--- config.mk ---
export PLATFORM = sky130hd
export DESIGN_NAME = sorted_priority_queue_unit
export DESIGN_NICKNAME = d
export VERILOG_FILES = /design/src/rtl/spq_pkg.sv /design/src/rtl/spq_ram.sv /design/src/rtl/spq_core.sv /design/src/rtl/sorted_priority_queue_unit.sv
export SDC_FILE = /design/constraint.sdc
export NUM_CORES = 1
export LEC_CHECK = 0
export BUFFER_PORTS_ARGS = -buffer_cell sky130_fd_sc_hd__buf_4
export CAP_MARGIN = 10
export CORE_MARGIN = 1.5
export CORE_UTILIZATION = 55
export DETAILED_ROUTE_END_ITERATION = 6
export PLACE_DENSITY = 0.75
export SETUP_SLACK_MARGIN = 0.05
export SYNTH_ARGS = -nofsm -noshare
export SYNTH_HDL_FRONTEND = slang
export SYNTH_HIERARCHICAL = 1
export SYNTH_SLANG_ARGS = --single-unit
export TNS_END_PERCENT = 20
--- constraint.sdc ---
create_clock -name clock -period 7.1 [get_ports clock]
set_input_delay 1.775 -clock clock [delete_from_list [all_inputs] [get_ports clock]]
set_output_delay 1.775 -clock clock [all_outputs]
set_load 0.005 [all_outputs]
--- src/rtl/spq_pkg.sv ---
// Shared types and constants for the sorted priority queue.
package spq_pkg;

   // Queue capacity and the widths that follow from it.
   localparam int DEPTH   = 16;
   localparam int ADDR_W  = (DEPTH > 1) ? $clog2(DEPTH) : 1;
   localparam int CNT_W   = $clog2(DEPTH + 1);
   localparam int COUNT_W = 5;

   // Request kinds.
   typedef enum logic {
      REQ_ENQ = 1'b0,
      REQ_DEQ = 1'b1
   } spq_kind_type;

   // Result status codes.
   typedef enum logic [1:0] {
      ST_ENQ   = 2'd0,
      ST_FULL  = 2'd1,
      ST_DEQ   = 2'd2,
      ST_EMPTY = 2'd3
   } spq_status_type;

   // One queue entry as held in the entry memory.
   typedef struct packed {
      logic [15:0] proc_id;
      logic [15:0] burst_ms;
      logic [2:0]  proc_state;
   } spq_entry_type;

   localparam int ENTRY_W = $bits(spq_entry_type);

   // Request handed from the port logic to the sequencer.
   typedef struct packed {
      spq_kind_type  kind;
      spq_entry_type entry;
   } spq_req_type;

   // Result handed from the sequencer to the output register.
   typedef struct packed {
      spq_status_type       status;
      spq_entry_type        entry;
      logic [COUNT_W-1:0]   count;
   } spq_rsp_type;

endpackage

--- src/rtl/spq_ram.sv ---
// Generic single-write, single-read memory with a registered read port.
module spq_ram #(
   parameter int WIDTH = 8,
   parameter int DEPTH = 16
) (
   input  logic                                     clock,
   input  logic                                     wr_en,
   input  logic [((DEPTH > 1) ? $clog2(DEPTH) : 1)-1:0] wr_addr,
   input  logic [WIDTH-1:0]                         wr_data,
   input  logic [((DEPTH > 1) ? $clog2(DEPTH) : 1)-1:0] rd_addr,
   output logic [WIDTH-1:0]                         rd_data
);

   logic [WIDTH-1:0] mem_ff [DEPTH];
   logic [WIDTH-1:0] rd_data_ff;

   // Write port and registered read port.
   always_ff @(posedge clock) begin
      if (wr_en) begin
         mem_ff[wr_addr] <= wr_data;
      end
      rd_data_ff <= mem_ff[rd_addr];
   end

   assign rd_data = rd_data_ff;

endmodule

--- src/rtl/spq_core.sv ---
// Sequencer that walks the sorted entry memory with one shared key comparator.
module spq_core (
   input  logic                clock,
   input  logic                reset,
   input  logic                start,
   input  spq_pkg::spq_req_type req,
   output logic                idle,
   output logic                res_valid,
   input  logic                res_take,
   output spq_pkg::spq_rsp_type res
);

   import spq_pkg::*;

   typedef enum logic [2:0] {
      IDLE,
      ENQ_CMP,
      ENQ_PUT,
      DEQ_HEAD,
      DEQ_SH,
      DONE
   } state_type;

   state_type           state_ff, state_in;
   logic [CNT_W-1:0]    held_ff, held_in;
   logic [ADDR_W-1:0]   pos_ff, pos_in;
   spq_entry_type       item_ff, item_in;
   spq_rsp_type         res_ff, res_in;

   logic                wr_en;
   logic [ADDR_W-1:0]   wr_addr;
   spq_entry_type       wr_data;
   logic [ADDR_W-1:0]   rd_addr;
   logic [ENTRY_W-1:0]  rd_bits;
   spq_entry_type       rd_data;
   logic                key_greater;
   logic [CNT_W:0]      next2;
   logic [CNT_W+COUNT_W-1:0] held_wide;

   // Entry memory, with one entry read and one entry written per cycle.
   spq_ram #(
      .WIDTH (ENTRY_W),
      .DEPTH (DEPTH)
   ) u_ram (
      .clock   (clock),
      .wr_en   (wr_en),
      .wr_addr (wr_addr),
      .wr_data (wr_data),
      .rd_addr (rd_addr),
      .rd_data (rd_bits)
   );

   assign rd_data = spq_entry_type'(rd_bits);

   // The one key comparator shared by every insertion step.
   assign key_greater = rd_data.burst_ms > item_ff.burst_ms;

   // Index two places beyond the current shift position.
   assign next2 = (CNT_W + 1)'(pos_ff) + (CNT_W + 1)'(2);

   // Count reported with the result is the low bits of the new fill level.
   assign held_wide = {{COUNT_W{1'b0}}, held_in};

   // Next-state and datapath control.
   always_comb begin
      state_in = state_ff;
      held_in  = held_ff;
      pos_in   = pos_ff;
      item_in  = item_ff;
      res_in   = res_ff;
      wr_en    = 1'b0;
      wr_addr  = pos_ff;
      wr_data  = item_ff;
      rd_addr  = '0;

      case (state_ff)
         IDLE: begin
            if (start) begin
               item_in      = req.entry;
               res_in.entry = '0;
               if (req.kind == REQ_DEQ) begin
                  if (held_ff == '0) begin
                     res_in.status = ST_EMPTY;
                     state_in      = DONE;
                  end else begin
                     rd_addr  = '0;
                     state_in = DEQ_HEAD;
                  end
               end else if (held_ff == CNT_W'(DEPTH)) begin
                  res_in.status = ST_FULL;
                  state_in      = DONE;
               end else if (held_ff == '0) begin
                  wr_en         = 1'b1;
                  wr_addr       = '0;
                  wr_data       = req.entry;
                  held_in       = CNT_W'(1);
                  res_in.status = ST_ENQ;
                  state_in      = DONE;
               end else begin
                  pos_in   = held_ff[ADDR_W-1:0];
                  rd_addr  = held_ff[ADDR_W-1:0] - ADDR_W'(1);
                  state_in = ENQ_CMP;
               end
            end
         end

         // Move larger keys up one slot until the insertion point is found.
         ENQ_CMP: begin
            wr_en = 1'b1;
            if (key_greater) begin
               wr_data = rd_data;
               pos_in  = pos_ff - ADDR_W'(1);
               if (pos_ff == ADDR_W'(1)) begin
                  state_in = ENQ_PUT;
               end else begin
                  rd_addr = pos_ff - ADDR_W'(2);
               end
            end else begin
               wr_data       = item_ff;
               held_in       = held_ff + CNT_W'(1);
               res_in.status = ST_ENQ;
               state_in      = DONE;
            end
         end

         // New entry goes to the head.
         ENQ_PUT: begin
            wr_en         = 1'b1;
            wr_data       = item_ff;
            held_in       = held_ff + CNT_W'(1);
            res_in.status = ST_ENQ;
            state_in      = DONE;
         end

         // Capture the head entry, then start closing the gap.
         DEQ_HEAD: begin
            res_in.entry  = rd_data;
            res_in.status = ST_DEQ;
            if (held_ff == CNT_W'(1)) begin
               held_in  = '0;
               state_in = DONE;
            end else begin
               rd_addr  = ADDR_W'(1);
               pos_in   = '0;
               state_in = DEQ_SH;
            end
         end

         // Copy each following entry one slot toward the head.
         DEQ_SH: begin
            wr_en   = 1'b1;
            wr_data = rd_data;
            if (next2 < {1'b0, held_ff}) begin
               rd_addr = next2[ADDR_W-1:0];
               pos_in  = pos_ff + ADDR_W'(1);
            end else begin
               held_in  = held_ff - CNT_W'(1);
               state_in = DONE;
            end
         end

         DONE: begin
            if (res_take) begin
               state_in = IDLE;
            end
         end

         default: begin
            state_in = IDLE;
         end
      endcase

      if (state_ff != DONE && state_in == DONE) begin
         res_in.count = held_wide[COUNT_W-1:0];
      end
   end

   // State, fill level and result registers.
   always_ff @(posedge clock) begin
      if (reset) begin
         state_ff <= IDLE;
         held_ff  <= '0;
      end else begin
         state_ff <= state_in;
         held_ff  <= held_in;
      end
      pos_ff  <= pos_in;
      item_ff <= item_in;
      res_ff  <= res_in;
   end

   assign idle      = (state_ff == IDLE);
   assign res_valid = (state_ff == DONE);
   assign res       = res_ff;

endmodule

--- src/rtl/sorted_priority_queue_unit.sv ---
// Top level of the shortest-job-first queue: stream ports and result register.
//
// A shortest-job-first ready queue of DEPTH entries kept sorted by burst time
// in a small single-port-read memory. An enqueue places the new entry behind
// every entry with an equal or smaller burst time; a dequeue returns the head.
// Each request yields one result with the new fill count. Requests are taken
// one at a time. An enqueue moves every entry with a larger burst time up one
// slot, from the tail toward the head, and then writes the new entry into the
// gap. A dequeue returns the head and then copies each following entry one
// slot toward the head to close the gap. A rejected (full) or empty request
// is answered without touching the memory. Entries move through the single
// read and write port of the entry memory, one entry move per cycle. The
// result then sits in an output register, and the next request is taken as
// soon as the sequencer has handed its result over.
module sorted_priority_queue_unit (
   input  logic        clock,
   input  logic        reset,
   input  logic        req_tvalid,
   output logic        req_tready,
   input  logic [39:0] req_tdata,  // proc_id[15:0], burst_ms[31:16], proc_state[34:32]
   input  logic        req_tuser,  // req_type
   output logic        rsp_tvalid,
   input  logic        rsp_tready,
   output logic [39:0] rsp_tdata,  // out_proc_id[15:0], out_burst_ms[31:16],
                                   // out_proc_state[34:32], count[39:35]
   output logic [1:0]  rsp_tuser   // status
);

   import spq_pkg::*;

   logic        core_idle;
   logic        core_valid;
   logic        core_take;
   logic        start;
   spq_req_type core_req;
   spq_rsp_type core_res;

   logic        rsp_valid_ff, rsp_valid_in;
   spq_rsp_type rsp_ff, rsp_in;

   // Unpack the incoming request.
   assign core_req.kind             = spq_kind_type'(req_tuser);
   assign core_req.entry.proc_id    = req_tdata[15:0];
   assign core_req.entry.burst_ms   = req_tdata[31:16];
   assign core_req.entry.proc_state = req_tdata[34:32];

   assign req_tready = core_idle;
   assign start      = req_tvalid && core_idle;

   spq_core u_core (
      .clock     (clock),
      .reset     (reset),
      .start     (start),
      .req       (core_req),
      .idle      (core_idle),
      .res_valid (core_valid),
      .res_take  (core_take),
      .res       (core_res)
   );

   // The output register takes a result whenever it is empty or being drained.
   assign core_take = core_valid && (!rsp_valid_ff || rsp_tready);

   always_comb begin
      rsp_valid_in = rsp_valid_ff;
      rsp_in       = rsp_ff;
      if (core_take) begin
         rsp_valid_in = 1'b1;
         rsp_in       = core_res;
      end else if (rsp_tready) begin
         rsp_valid_in = 1'b0;
      end
   end

   always_ff @(posedge clock) begin
      if (reset) begin
         rsp_valid_ff <= 1'b0;
      end else begin
         rsp_valid_ff <= rsp_valid_in;
      end
      rsp_ff <= rsp_in;
   end

   // Pack the result onto the stream.
   assign rsp_tvalid       = rsp_valid_ff;
   assign rsp_tuser        = rsp_ff.status;
   assign rsp_tdata[15:0]  = rsp_ff.entry.proc_id;
   assign rsp_tdata[31:16] = rsp_ff.entry.burst_ms;
   assign rsp_tdata[34:32] = rsp_ff.entry.proc_state;
   assign rsp_tdata[39:35] = rsp_ff.count;

endmodule
==> results of run 1 <==
sequential cells by signal, summed over array words and instances, names as in the netlist, 3 cells and up:
register              cells
u_core/u_ram/rd_data     35
u_core/state_ff           3
u_core/res               42
u_core/u_ram/mem_ff     560
u_core/item_ff           35
u_core/pos_ff             4
u_core/held_ff            5
rsp_tdata                40
power breakdown:
group / internal [W] / total [W] / leakage [nW] / switching (W)
clock: 0.00225 / 0.00382 / 1.17 / 0.00157
sequential: 0.00634 / 0.00664 / 6.59 / 0.000299
combinational: 0.00164 / 0.00454 / 2.96 / 0.00290
final timing paths:
path / endpoint / slack [ns]
max: u_core/u_ram/mem_ff[15][28] / 2.11
max reg2reg: u_core/u_ram/mem_ff[15][28] / 2.11
min reg2reg: rsp_tdata[3] / 0.41
min: rsp_tdata[3] / 0.41
cells in the final DEF, fill, tap and decap left out, types with 11 or more instances in the layout:
cell type,count
nor2_1,23
and2_1,71
clkbuf_1,21
a21oi_1,25
mux4_1,57
o21ai_0,11
a221o_1,37
buf_4,116
clkbuf_16,75
edfxtp_1,683
nand2_1,68
ha_1,29
a22oi_1,73
nor2_4,16
mux4_2,83
dfxtp_1,44
inv_1,31
cell type report:
| cell class | count | share of cell area (%) |
|---|---|---|
| antenna | 1 | 0.00773 |
| inverter | 33 | 0.383 |
| clock buffer | 100 | 6.21 |
| sequential | 727 | 66.1 |
| timing repair buffer | 119 | 2.86 |
| clock inverter | 34 | 1.23 |
| tap | 680 | 2.63 |
| multi-input combinational | 605 | 20.6 |
cells by family (layout without fill, tap and decap cells):
family	Yosys count	in the layout	synth area share [%]
buffers and inverters	104	286	2.22
and+or+nand+nor	243	243	4.56
xor gates and xnor gates	7	7	0.215
other	0	1	0
muxes	144	144	11.9
AOI/OAI and AO/OA	182	182	4.85
adders and majority gates	29	29	1.27
DFF	727	727	74.9
layer usage:
layer  vias to the layer above  wire length, µm  global-route usage, %
li1                       6176                -                      -
met1                      7499            25200                   33.9
met2                       728            30400                   38.1
met3                       120             5930                   5.21
met4                         0             1580                   8.44
met5                         -                0                      0
critical path, cell delays in order, from the launching register on:
cell and delay [ns]:
dfxtp_1 0.85, inv_1 0.30, nand2_1 0.20, inv_2 0.08, and2_1 0.18, nor2b_1 0.16, and4_1 0.19, buf_4 0.33
nor2_1 0.59, nand2_1 0.42, nor2_4 0.72, buf_4 0.53
per-stage QoR:
step | area [µm²] | utilization (%)
floorplan | 28500 | -
global placement | 30000 | 58.4
detailed placement | 30000 | 58.4
CTS | 32400 | 63.1
global route | 32400 | 63.1
finish | 32400 | 63.1
==> impl_metrics.ini, run 1 <==
[worst_setup_path]
cp-start-kind = flop
endpoint_kind = flop
cp-startpoint = u_core/state_ff[2]
critPathMaxFanout = 40
r2r_cells = 11
arrival_ns = 5.22
r2r_start = u_core/state_ff[2]
critical_path_class = reg -> reg
required_ns = 7.34

[hold_path]
hold_class = reg -> reg
hp-start = u_core/res[27]
worstHoldPathCells = 0

[timing]
setup_tns_ns = 0
final_hold_viol_count = 0
rsz0062_at_grt = false
setup_viol = 0
fmax_mhz = 201
layout_min_cycle_time_ns = 4.99
maxSlewHeadroom_pct = 31.4
slew_viol_final = 0
worstMarginPinSlew_ns = 1.03
whs_ns = 0.411
fin_ws_ns = 2.11
clock_skew_ns = 0.0234
fin_crit_sh_pct = 70.2

[layout]
drive_gt1_share_pct = 21.5
synthToLayoutAreaGrowth_pct = 13.4
fill_cells = 3465
final_cells = 2299
seqCellArea_mm2 = 0.0214
nNetsFinal = 1633
multi_input_area_mm2 = 0.00668

[cts]
path_clk_slew_ns = 0.06
cts_resized = 0
clock_sinks = 727
clkLatencyLatePin_ns = 0.61
cts_max_level = 3
cts_hold_buf = 0
numCtsBuffers = 73
clockRootBuffer = clkbuf_16
clk_path_buf_depth = 3
cts_setup_buffers = 0
cts_tree = built

[drt]
remaining_drc_errors = 0
antenna_left = 0
routedWlPerCell_um = 27.4
viasPerCell = 6.32
drt_iter0_drc = 1717
vias = 14523
wl_mm = 63.1
drtPass1Iterations = 7

[placement]
place_congestion = 0.874
port_buffers = 83
dp_cells = 2163
post-place-ws_ns = 1.74
dp_hpwl_mm = 33.9

[synth]
synth.most_common_cell = edfxtp_1
ys_ff_latch = 727
synth_top_area_share_pct = 71.9
synth_top_cell_by_area = edfxtp_1
synth_area_mm2 = 0.0285
ys_types = 68
yosys_warnings = 6
synth_ff_type = edfxtp_1
syn_nets = 1510
synth_common_cells = edfxtp_1, mux4_2, a22oi_1
netlist_instances = 1436
synthTopCellsByArea = edfxtp_1, mux4_2, mux4_1
synthArstFlopShare_pct = 0
seq_area_frac_synth_pct = 74.9
synth_edf_count = 683
syn_avg_cell_area_um2 = 19.9

[power]
ir_worst_vdd_mv = 0.332
leakage_nw = 10.7
p_per_area_mw_per_mm2 = 463
fin_total_pwr_w = 0.0150

[global_route]
grt_util_all_layers_pct = 24.2
grt_max_degree = 103
grt_pass1_vias = 14735
grt_pass1_wl_mm = 93.5
grt.overflow.total = 0
antenna_found_initial = 1

[floorplanning]
core_area_mm2 = 0.0513
die_area_mm2 = 0.0533
die_h_um = 231
ioPinCount = 89
die_x_um = 231
start_util_pct = 55.6
rows = 83

[outcome]
status = finished, final reports clean

[flow_run]
drv_cap = 0
Note: power is estimated with default switching activity, not from simulation.
==> run 2, diff against run 1 <==
--- a/config.mk
+++ b/config.mk
@@ -10,7 +10,7 @@
 export CORE_MARGIN = 1.5
 export CORE_UTILIZATION = 55
 export DETAILED_ROUTE_END_ITERATION = 6
-export PLACE_DENSITY = 0.75
+export PLACE_DENSITY = 0.78
 export SETUP_SLACK_MARGIN = 0.05
 export SYNTH_ARGS = -nofsm -noshare
 export SYNTH_HDL_FRONTEND = slang
==> constraint.sdc (replaced) <==
create_clock -name clock -period 4.2 [get_ports clock]
set_input_delay 1.05 -clock clock [delete_from_list [all_inputs] [get_ports clock]]
set_output_delay 1.05 -clock clock [all_outputs]
set_load 0.005 [all_outputs]
==> impl_metrics.ini, run 2 (synthesized netlist as in run 1, its figures left out) <==
[layout]
regMostFlops = u_core/u_ram/mem_ff
largest_reg_flops = 560
most-common-layout-cells = edfxtp_1, buf_4, mux4_2, clkbuf_16, a22oi_1
layout.cells.most_common = edfxtp_1
nNetsFinal = 1664
fill_cells = 3314
antenna_cells = 0
fin_area_mm2 = 0.0330
synthToLayoutAreaGrowth_pct = 15.6
drive_gt1_share_pct = 23.2

[drt]
viasPerCell = 6.40
wl_mm = 65.9
drt_iter0_drc = 1967
drtPass1Iterations = 7
remaining_drc_errors = 1
antenna_left = 0
routedWlPerCell_um = 28.3
vias = 14890

[timing]
slew_viol_final = 0
worstMarginPinSlew_ns = 1.22
whs_ns = 0.408
clock_skew_ns = 0.0254
fin_crit_sh_pct = 93.6
fmax_mhz = 254
final_hold_viol_count = 0
layout_min_cycle_time_ns = 3.93
setup_viol = 0
rsz0062_at_grt = false
maxSlewHeadroom_pct = 18.4

[worst_setup_path]
crit_path_frequent_cell = nor2_4
crit_slowest_cell = a221o_1
endpoint_kind = flop
r2r_cells = 10
r2r-end = u_core/u_ram/mem_ff[3][29]
arrival_ns = 4.26
ff2ff_setup_slack_ns = 0.27
critPathMaxFanout = 24
cp-start-kind = flop
slowest_delay_ns = 0.61
required_ns = 4.53
path_buf_inv = 2
r2r_start = u_core/item_ff[14]
critical_path_class = reg -> reg
cpLargestDelayFamily = compound AO/OA/AOI/OAI gates
cp_cell_sequence = inv_1 -> ha_1 -> a21oi_1 -> o21a_1 -> a2bb2oi_1 -> a31o_4 -> nor2_4 -> nor2_4 -> buf_4 -> a221o_1

[floorplanning]
die_h_um = 231
rows = 83
die_x_um = 231
core_area_mm2 = 0.0513
start_util_pct = 55.6
ioPinCount = 89
die_area_mm2 = 0.0533

[power]
p_per_area_mw_per_mm2 = 795
ir_worst_vdd_mv = 0.442
leakage_nw = 11.0

[hold_path]
worstHoldPathCells = 0
whs_endpoint = rsp_tdata[29]
hold_class = reg -> reg
hp-start = u_core/res[21]

[placement]
dp_hpwl_mm = 34.9
post_dp_cell_area_mm2 = 0.0305
place_congestion = 0.874
port_buffers = 83

[cts]
path_clk_slew_ns = 0.07
numCtsBuffers = 72
clockRootBuffer = clkbuf_16
cts_hold_buf = 0
cts_tree = built
clk_path_buf_depth = 3
clock_sinks = 727
cts_max_level = 3
clkLatencyLatePin_ns = 0.62

[global_route]
grt.overflow.total = 0
grt_pass1_wl_mm = 97.7
grt_util_all_layers_pct = 25.4
grt_pass1_vias = 15254
antenna_found_initial = 0
grt_max_degree = 80

[flow_run]
drv_cap = 0

[outcome]
status = complete, but fails checks
violations = DRC
## run 2: changes by cell type in the layout (fill, tap and decap cells not counted), moves of 2 or more
cell       before  now
buf_12          2   24
buf_4         116  127
clkbuf_1       21   15
bufinv_16       7   12
clkinv_8        4    1
nor3_4          1    4
clkbuf_8        4    6
clkinv_1        8   10
clkinv_2       10    8
nor3_2          5    3
## run 2: repair_timing
item	CTS	global route
endpoints found under the setup margin	0	33
buffers inserted	0	0
gates resized for setup	0	2
hold endpoints to repair	0	0
## run 2: layout make-up
cell class / instances / area [µm²] / share of cell area [%]
Multi-Input combinational cell: 605 / 6700 / 20.3
Inverter: 33 / 124 / 0.375
Timing Repair Buffer: 151 / 1430 / 4.35
Clock buffer: 95 / 1990 / 6.03
Sequential cell: 727 / 21400 / 64.8
Clock inverter: 37 / 503 / 1.52
Tap cell: 680 / 851 / 2.58
## run 2: worst max path at each step
stage                            start                         end  slack (ns)  cells past startpoint
floorplan                   req_tvalid   u_core/u_ram/mem_ff[8][0]       -0.86                      7
global placement    u_core/item_ff[17]    u_core/u_ram/rd_data[29]        0.34                     14
detailed placement  u_core/item_ff[17]    u_core/u_ram/rd_data[13]        0.28                     14
CTS                 u_core/item_ff[17]    u_core/u_ram/rd_data[22]        0.15                     14
global route        u_core/item_ff[17]    u_core/u_ram/rd_data[22]        0.13                     14
finish              u_core/item_ff[14]  u_core/u_ram/mem_ff[3][29]        0.27                     10
## run 2: stage by stage
stage	TNS, ns	util (%)	power, W	std cells	worst slack, ns
after floorplan	-91.04	-	0.0166	1436	-0.861
after global placement	0	59.4	0.0190	2196	0.340
after detailed placement	0	59.4	0.0194	2196	0.278
after CTS	0	64.3	0.0263	2328	0.146
after global routing	0	64.3	0.0272	2328	0.135
final	0	64.3	0.0262	2328	0.270
## run 2: per-layer routing
metal / part of all wire [%] / track usage, % / wire length (µm)
met4: 3.4 / 10.3 / 2240
met5: 0 / 0 / 0
met3: 8.8 / 4.25 / 5800
met2: 50 / 42.0 / 33100
met1: 38 / 33.7 / 24800
## run 2: power breakdown
group	internal, W	switching [W]
clock network	0.00409	0.00267
registers	0.0107	0.000512
logic	0.00314	0.00511
total	0.0179	0.00829
## run 2: worst register-to-register path: stages (launching register included)
cell       delay (ns)
edfxtp_1         0.34
inv_1            0.05
ha_1             0.34
a21oi_1          0.21
o21a_1           0.18
a2bb2oi_1        0.50
a31o_4           0.33
nor2_4           0.09
nor2_4           0.47
buf_4            0.53
a221o_1          0.62
==> run 3, diff against run 2 <==
--- a/config.mk
+++ b/config.mk
@@ -10,7 +10,7 @@
 export CORE_MARGIN = 1.5
 export CORE_UTILIZATION = 55
 export DETAILED_ROUTE_END_ITERATION = 6
-export PLACE_DENSITY = 0.78
+export PLACE_DENSITY = 0.82
 export SETUP_SLACK_MARGIN = 0.05
 export SYNTH_ARGS = -nofsm -noshare
 export SYNTH_HDL_FRONTEND = slang
==> impl_metrics.ini, run 3 (synthesized netlist as in run 1, its figures left out) <==
[cts]
clk_path_buf_depth = 3
numCtsBuffers = 70
path_clk_slew_ns = 0.07
cts_hold_buf = 0
clkLatencyLatePin_ns = 0.62
clockRootBuffer = clkbuf_16
cts_max_level = 3
cts_tree = built
clock_sinks = 727

[global_route]
grt.overflow.total = 0
antenna_found_initial = 0
grt_util_all_layers_pct = 26.5
grt_pass1_vias = 15345
grt_max_degree = 49
grt_pass1_wl_mm = 101

[timing]
slew_viol_final = 0
clock_skew_ns = 0.0371
fin_crit_sh_pct = 92.9
final_hold_viol_count = 0
setup_tns_ns = 0
fmax_mhz = 256
rsz0062_at_grt = false
whs_ns = 0.418
layout_min_cycle_time_ns = 3.90
setup_viol = 0
maxSlewHeadroom_pct = 45.4
worstMarginPinSlew_ns = 0.818

[worst_setup_path]
path_buf_inv = 4
slowest_delay_ns = 0.61
endpoint_kind = flop
cpLargestDelayFamily = compound AO/OA/AOI/OAI gates
cp_cell_sequence = inv_1 -> ha_1 -> nand4_2 -> nor3_2 -> buf_4 -> o21ai_1 -> a31o_4 -> nor3_2 -> o21ai_0 -> o211ai_1 -> clkbuf_16 -> buf_12 -> mux4_1 -> a22oi_1 -> nand2_1
critPathMaxFanout = 12
arrival_ns = 4.37
required_ns = 4.67
crit_path_frequent_cell = nor3_2
critical_path_class = reg -> reg
crit_slowest_cell = mux4_1
cp-start-kind = flop

[drt]
routedWlPerCell_um = 29.6
wl_mm = 69.7
remaining_drc_errors = 0
drtPass1Iterations = 7
antenna_left = 0
viasPerCell = 6.47
drt_iter0_drc = 1831
vias = 15258

[layout]
largest_reg_flops = 560
antenna_cells = 0
final_cells = 2357
most-common-layout-cells = edfxtp_1, buf_4, mux4_2, clkbuf_16, a22oi_1
fill_cells = 3287
final_util_pct = 64.4
drive_gt1_share_pct = 24.9
multi_input_area_mm2 = 0.00669
synthToLayoutAreaGrowth_pct = 15.8
seqCellArea_mm2 = 0.0214
nNetsFinal = 1694
layout.cells.most_common = edfxtp_1
regMostFlops = u_core/u_ram/mem_ff

[placement]
dp_cells = 2224
dp_hpwl_mm = 37.8
port_buffers = 83
place_congestion = 0.870

[hold_path]
hold_class = reg -> reg

[floorplanning]
rows = 83
die_area_mm2 = 0.0533
core_area_mm2 = 0.0513
start_util_pct = 55.6
ioPinCount = 89
die_x_um = 231
die_h_um = 231

[power]
p_switching_w = 0.00855
power_switching_share_pct = 32.5
ir_worst_vdd_mv = 0.493
leakage_nw = 11.1
p_per_area_mw_per_mm2 = 796
comb_power_share_pct = 33.2
p_clk_share_pct = 24.2
p_seq_share_pct = 42.6
intPower_w = 0.0178

[outcome]
status = finished, final reports clean

[flow_run]
drv_cap = 0
[run 3: cell types whose count changed in the layout (fill, tap and decap cells not counted), sizes merged]
cell / before / now
clkinvlp: 3 / 9
buf: 151 / 182
clkbuf: 95 / 86
inv: 35 / 39
clkinv: 20 / 22
bufinv: 12 / 7
[run 3: timing repair]
action                                  in CTS  in global routing
hold endpoints to repair                     0                  0
endpoints found under the setup margin       0                  8
setup buffers                                0                  3
gates resized for setup                      0                  3
[run 3: final cells by class]
type	count	area share (%)
Clock buffer	85	5.69
Tap cell	680	2.57
Inverter	33	0.375
Multi-Input combinational cell	605	20.2
Clock inverter	44	1.35
Timing Repair Buffer	183	5.05
Sequential cell	727	64.7
[run 3: through the flow]
step | power [W] | cell area [µm²] | worst slack [ns]
6_report | 0.0263 | 33100 | 0.299
5_1_grt | 0.0272 | 33100 | 0.0335
4_1_cts | 0.0262 | 33000 | 0.208
3_5_place_dp | 0.0197 | 30700 | 0.315
3_3_place_gp | 0.0193 | 30700 | 0.410
2_1_floorplan | 0.0166 | 28600 | -0.861
[run 3: routing by layer]
metal  global-route usage [%]  share of wire, %  wire length [µm]
met1                     34.7                36             25500
met4                     10.9               3.2              2200
met5                    0.551             0.052                36
met3                     4.99               9.8              6840
met2                     44.0                50             35200
[run 3: worst register-to-register path: cells and delay by family (launching register included)]
family | cells | cell delay, ns
AND/OR/NAND/NOR | 4 | 0.84
flip-flops | 1 | 0.36
adder cells (fa/ha/maj) | 1 | 0.33
multiplexers | 1 | 0.61
buffers and inverters | 4 | 0.73
AO/OA/AOI/OAI | 5 | 0.89
[run 3: worst paths after layout]
path	startpoint	to	slack, ns	depth (start not counted)
min reg2reg	u_core/res[8]	rsp_tdata[16]	0.42	0
max reg2reg	u_core/item_ff[17]	u_core/u_ram/rd_data[26]	0.30	15
min	u_core/res[8]	rsp_tdata[16]	0.42	0
max	u_core/item_ff[17]	u_core/u_ram/rd_data[26]	0.30	15
[run 3: power groups by stage]
stage	sequential (W)	clock, W	combinational, W
3_3_place_gp	0.0112	0	0.00806
6_report	0.0112	0.00635	0.00874
5_1_grt	0.0113	0.00668	0.00922
3_5_place_dp	0.0113	0	0.00842
2_1_floorplan	0.0111	0	0.00550
4_1_cts	0.0112	0.00643	0.00859
